`src/hw/rtl/bbe_pkg.sv`:
```
// Package for the edge-aware 3x3 box blur: pixel, column and result types,
// configuration and opcode codes, and the rounding mean arithmetic.
// No dependencies.
package bbe_pkg;

    localparam int FW_W        = 11;
    localparam int FH_W        = 13;
    localparam int CFG_DATA_W  = 13;
    localparam int CH_W        = 8;
    localparam int CSUM_W      = 10;
    localparam int SUM_W       = 12;
    localparam int CNT_W       = 4;
    localparam int RECIP_W     = 17;
    localparam int RECIP_SHIFT = 16;
    localparam int PROD_W      = SUM_W + RECIP_W;
    localparam int QUEUE_DEPTH = 4;
    localparam int Q_PTR_W     = 2;
    localparam int Q_CNT_W     = 3;
    localparam int WIN_COLS    = 2;

    localparam logic [FW_W-1:0] FW_RESET = 11'd1024;
    localparam logic [FH_W-1:0] FH_RESET = 13'd1024;

    localparam logic CFG_FRAME_WIDTH  = 1'b0;
    localparam logic CFG_FRAME_HEIGHT = 1'b1;

    localparam logic OP_PIXEL = 1'b0;
    localparam logic OP_DRAIN = 1'b1;

    typedef struct packed {
        logic [CH_W-1:0] red;
        logic [CH_W-1:0] green;
        logic [CH_W-1:0] blue;
    } t_pix;

    typedef struct packed {
        t_pix top;
        t_pix mid;
        t_pix bot;
    } t_col;

    typedef struct packed {
        logic top_en;
        logic bot_en;
    } t_mask;

    typedef struct packed {
        logic [CSUM_W-1:0] red;
        logic [CSUM_W-1:0] green;
        logic [CSUM_W-1:0] blue;
    } t_csum;

    typedef struct packed {
        logic [SUM_W-1:0] red;
        logic [SUM_W-1:0] green;
        logic [SUM_W-1:0] blue;
    } t_sum;

    typedef struct packed {
        logic             valid;
        t_sum             total;
        logic [CNT_W-1:0] cnt;
        logic             frame_end;
    } t_acc;

    typedef struct packed {
        logic [CH_W-1:0] red;
        logic [CH_W-1:0] green;
        logic [CH_W-1:0] blue;
        logic            frame_end;
    } t_res;

    function automatic logic [CSUM_W-1:0] chan_sum(logic [CH_W-1:0] top, logic [CH_W-1:0] mid,
                                                   logic [CH_W-1:0] bot, t_mask mask);
        logic [CSUM_W-1:0] s;
        s = CSUM_W'(mid);
        if (mask.top_en) begin
            s = s + CSUM_W'(top);
        end
        if (mask.bot_en) begin
            s = s + CSUM_W'(bot);
        end
        return s;
    endfunction

    function automatic t_csum col_sum(t_col col, t_mask mask);
        t_csum s;
        s.red   = chan_sum(col.top.red, col.mid.red, col.bot.red, mask);
        s.green = chan_sum(col.top.green, col.mid.green, col.bot.green, mask);
        s.blue  = chan_sum(col.top.blue, col.mid.blue, col.bot.blue, mask);
        return s;
    endfunction

    // Reciprocals are ceil(2^16 / n); the error stays below 1/n for sums up to 2299.
    function automatic logic [RECIP_W-1:0] recip(logic [CNT_W-1:0] cnt);
        logic [RECIP_W-1:0] r;
        case (cnt)
            4'd1:    r = 17'd65536;
            4'd2:    r = 17'd32768;
            4'd3:    r = 17'd21846;
            4'd4:    r = 17'd16384;
            4'd6:    r = 17'd10923;
            4'd9:    r = 17'd7282;
            default: r = '0;
        endcase
        return r;
    endfunction

    function automatic logic [CH_W-1:0] round_mean(logic [SUM_W-1:0] total,
                                                   logic [CNT_W-1:0] cnt);
        logic [SUM_W-1:0]  biased;
        logic [PROD_W-1:0] prod;
        biased = total + SUM_W'(cnt >> 1);
        prod   = PROD_W'(biased) * PROD_W'(recip(cnt));
        return prod[RECIP_SHIFT +: CH_W];
    endfunction

    function automatic t_res make_res(t_acc acc);
        t_res res;
        res.red       = round_mean(acc.total.red, acc.cnt);
        res.green     = round_mean(acc.total.green, acc.cnt);
        res.blue      = round_mean(acc.total.blue, acc.cnt);
        res.frame_end = acc.frame_end;
        return res;
    endfunction

endpackage

```
`src/hw/rtl/bbe_win_cell.sv`:
```
// Window cell: holds one column of three pixels, hands it on when the window
// shifts, and forms the masked column sum. Depends on bbe_pkg.
module bbe_win_cell import bbe_pkg::*; (
    input  logic  i_clk,
    input  logic  i_shift,
    input  t_col  i_col,
    input  t_mask i_mask,
    output t_col  o_col,
    output t_csum o_sum
);

    t_col r_col;

    always_ff @(posedge i_clk) begin
        if (i_shift) begin
            r_col <= i_col;
        end
    end

    assign o_col = r_col;
    assign o_sum = col_sum(r_col, i_mask);

endmodule

```
`config.mk`:
```
export PLATFORM = sky130hd
export DESIGN_NAME = bbe_win_cell
export DESIGN_NICKNAME = d
export VERILOG_FILES = /design/src/hw/rtl/bbe_pkg.sv /design/src/hw/rtl/bbe_win_cell.sv
export SDC_FILE = /design/constraint.sdc
export NUM_CORES = 1
export LEC_CHECK = 0
export ABC_AREA = 0
export ABC_CLOCK_PERIOD_IN_PS = 7200
export BUFFER_PORTS_ARGS = -buffer_cell sky130_fd_sc_hd__buf_2
export CORE_MARGIN = 2
export CORE_UTILIZATION = 30
export DETAILED_ROUTE_END_ITERATION = 7
export PLACE_DENSITY = 0.59
export SYNTH_ARGS = -nofsm -noshare
export SYNTH_HDL_FRONTEND = slang
export SYNTH_SLANG_ARGS = --single-unit
```
`constraint.sdc`:
```
create_clock -name i_clk -period 7.2 [get_ports i_clk]
set_input_delay 1.08 -clock i_clk [delete_from_list [all_inputs] [get_ports i_clk]]
set_output_delay 1.08 -clock i_clk [all_outputs]
set_load 0.1 [all_outputs]
```
# After elaboration in Yosys (flattened, before gate mapping)
# Cells that the tools add are included.
# word_totals
ff_bits,72
in_bits,76
output_inout_bits,102
# classes
addsub,6
mux,6
# op_table
operator,n
$add 10x8->10,3
$mux 10,3
$add 8x8->9,3
$mux 9,3

# Logic depth before layout (Yosys ltp)
# logic_depth
ltp_word,4
depth_mapped,12

# Worst setup path after synthesis
# No wires, ideal clock.
# synth_path
path_type,register -> output
startpoint,"reg r_col, in the netlist o_col[24]"
endpoint,out o_sum[7] in the netlist's numbering
arrival_time_ns,4.941
path_slack_ns,1.179
stages_incl_launch_ff,12
path_cell_list,edfxtp_1 -> ha_1 -> fa_1 -> a211oi_2 -> o21bai_1 -> a211o_1 -> a31o_1 -> ha_1 -> o21a_1 -> nor2_1 -> or3_1 -> a31oi_1
# synth_rtl
item,line_no,rtl
"start, declared",bbe_win_cell.sv:12,t_col r_col;
"start signal, assigned",bbe_win_cell.sv:16,r_col <= i_col;
"end, declared",bbe_win_cell.sv:9,output t_csum o_sum

==> summary.txt <==
Status
  – Status: finished clean

Floorplan
  – Initial Util: 0.305
  – Die H: 131 um
  – CORE AREA: 15800 um2
  – Die Wd: 131 um
  – Die ar.: 17100 um2
  – I/O pin total: 178
  – Std-Cell Rows: 46

Setup path
  – WP buf/inv: 2
  – Worst setup path class: input port to primary output
  – Slowest stage delay, CP: 580 ps
  – Crit end category: primary output
  – Startpoint types: input port
  – Largest delay share family, worst path: buffers and inverters
  – Crit path required time: 6120 ps
  – Slowest CP cell: buf_2
  – Worst path cell trace: buf_2 -> mux2_2 -> ha_1 -> fa_1 -> a211oi_1 -> nor2_1 -> o31ai_1 -> a21oi_1 -> xor2_1 -> buf_2
  – Crit path depth: 10
  – CP dominant cell by count: buf_2
  – Critical path peak fanout: 39
  – Critical path arrival: 4280 ps

Logic synthesis
  – Most common flop cell mapped by yosys: edfxtp_1
  – Post-synth EDFFs: 72
  – Mapped Area: 4810 um2
  – Unique masters post-synth: 55
  – Cells after synthesis: 407
  – Mux cell area share after synthesis: 0.0489
  – Simple-gate share of the synthesized area: 0.0873
  – Fraction of synthesized cell area in xor and xnor cells: 0.0309
  – Synth Area in Compound Gates: 0.208
  – Syn_area_per_cell: 11.8 um2
  – Synth warn: 0
  – Seq cells post-synth: 72
  – Post-Synth Adder-Cell Area: 0.157
  – Synthesized Nets: 540
  – Async SR Flop Fraction: 0
  – Main combinational cell family by area after synthesis: compound AO/OA/AOI/OAI gates
  – Post-synthesis sequential area ratio: 0.449

Worst hold path
  – Min-Delay Path Depth: 1
  – Hold WC Path Type: input port to flip-flop

Detailed routing
  – Starting DRT DRC Count: 146
  – Avg WL per Cell: 15.7 um
  – Final WL: 12700 um
  – Initial DRT Pass Iterations: 4
  – Final ANT Viol Nets: 0
  – Via density: 4.98
  – DR vias: 4013
  – Drc violations: 0

Clock tree
  – Cts repair resizes: 0
  – Clock sink total: 72
  – Clock-pin slew on the worst setup and hold paths: 60 ps
  – TritonCTS clock tree: built
  – Post-CTS setup buffers: 0
  – CTS Buffer Depth: 2
  – Clk root buf: clkbuf_16
  – Hold-fix buffers, CTS: 0
  – Number of CTS-inserted buffers: 9
  – H-tree levels: 3

Job
  – Maxcap violations: 0

Final layout
  – Area grow syn2layout: 29.1%
  – Fillers: 1572
  – Max reg flops: 72
  – N_diodes: 0
  – Proportion of layout cells with a drive suffix above 1: 0.375
  – Nets: 719

Power and ir drop
  – Cell Pwr Density: 333 nW/um2
  – Worst VDD drop: 194 uV
  – Total Power: 2.07 mW
  – Lkg Pwr: 2.72 nW

Placement
  – Routability cong.: 0.836
  – Post-DP HPWL: 9870 um
  – IO Port Bufs: 177

Global route
  – GRT met3 Usage: 0.0452
  – Overall Global Routing Usage: 0.149
  – First-pass GRT wire length: 19600 um
  – Largest net degree at the start of global routing: 73
  – Vias in the first global route: 3949
  – Initial antenna violation count: 0
  – M1 GR Usage: 0.182
  – Grt ovf: 0
  – Busiest grt layer: met2
  – Met2 GRT Util: 0.246

STA
  – Final setup viols: 0
  – Slew Viols, Final: 0
  – Total negative setup slack: 0 ps
  – Minimum clock period: 5360 ps
  – Final Hold Vio Count: 0
  – RSZ-0062 raised after global routing: false
  – Final Cycle Share: 0.744
  – Peak Freq: 187 MHz
  – Slew margin rel.: 0.387
  – Pin slew with the least headroom to its limit: 920 ps
-- power by group --
group          internal (mW)  switching, mW
clock network          0.300          0.171
logic                  0.244          0.828
registers              0.501         0.0261
-- Yosys cell counts, types with 2 or more instances --
| library cell | n | share of area |
|---|---|---|
| edfxtp_1 | 72 | 0.45 |
| ha_1 | 51 | 0.13 |
| a21oi_1 | 28 | 0.029 |
| nor2_1 | 27 | 0.021 |
| o21ai_0 | 25 | 0.026 |
| mux2_2 | 19 | 0.044 |
| a211oi_1 | 16 | 0.025 |
| a21o_1 | 14 | 0.022 |
| o21a_1 | 11 | 0.017 |
| xnor2_1 | 11 | 0.020 |
| nand2_1 | 10 | 0.0078 |
| nor3_1 | 8 | 0.0083 |
| o21ai_1 | 8 | 0.0083 |
| fa_1 | 6 | 0.025 |
| o21bai_1 | 6 | 0.0094 |
| o2bb2ai_1 | 6 | 0.011 |
| xor2_1 | 6 | 0.011 |
| a211o_1 | 5 | 0.0091 |
| nor2b_1 | 5 | 0.0065 |
| clkbuf_1 | 4 | 0.0031 |
| inv_1 | 4 | 0.0031 |
| nand2b_1 | 4 | 0.0052 |
| nand3_1 | 4 | 0.0042 |
| nand3b_1 | 4 | 0.0062 |
| o211a_1 | 4 | 0.0083 |
| o31ai_1 | 4 | 0.0062 |
| a211oi_2 | 3 | 0.0078 |
| a31oi_1 | 3 | 0.0039 |
| clkbuf_8 | 3 | 0.0086 |
| nand4b_1 | 3 | 0.0055 |
| or3_1 | 3 | 0.0039 |
| a31o_1 | 2 | 0.0036 |
| and4_1 | 2 | 0.0036 |
| buf_2 | 2 | 0.0021 |
| inv_2 | 2 | 0.0016 |
| nor3b_1 | 2 | 0.0031 |
| nor4_1 | 2 | 0.0026 |
-- final cells by class --
cell class                      instances  area, um2  area share
Tap cell                              216        270      0.0435
Inverter                                6       22.5     0.00362
Timing Repair Buffer                  177        888       0.143
Multi-Input combinational cell        320       2560       0.412
Clock buffer                            9        225      0.0362
Sequential cell                        72       2160       0.348
Clock inverter                          6       85.1      0.0137
-- logic make-up after synthesis --
logic type / Yosys count
XOR/XNOR: 17
AO/OA/AOI/OAI: 146
buffers and inverters: 15
adder cells (fa/ha/maj): 57
flip-flops: 72
AND/OR/NAND/NOR: 79
multiplexers: 21
-- final timing paths --
path	from	end
max	i_mask[1]	o_sum[18]
min	i_col[70]	o_col[70]
-- routing by layer --
metal | share of wire | vias to the layer above
li1 | - | 1979
met1 | 0.43 | 1882
met3 | 0.071 | 22
met4 | 0.025 | 0
met2 | 0.47 | 130
met5 | 0 | -
-- cells in the final DEF (no fill, tap or decap), drive strengths merged, types with 8 or more instances in the layout --
master,n
buf,177
nor2,27
ha,51
mux2,20
nand2,10
nor3,8
a21o,14
a21oi,28
edfxtp,72
o21ai,33
clkbuf,9
xnor2,11
o21a,11
a211oi,19
-- through the flow --
stage	setup slack, ps	instances	area [um2]	hold slack (ps)	util
global route	1650	806	6220	891	0.394
CTS	1840	806	6220	891	0.394
floorplan	1180	407	4810	1180	-
detailed placement	1880	791	5910	1260	0.375
finish	1840	806	6220	911	0.394
global placement	1940	791	5910	1260	0.375
(Power assumes the default switching activity.)
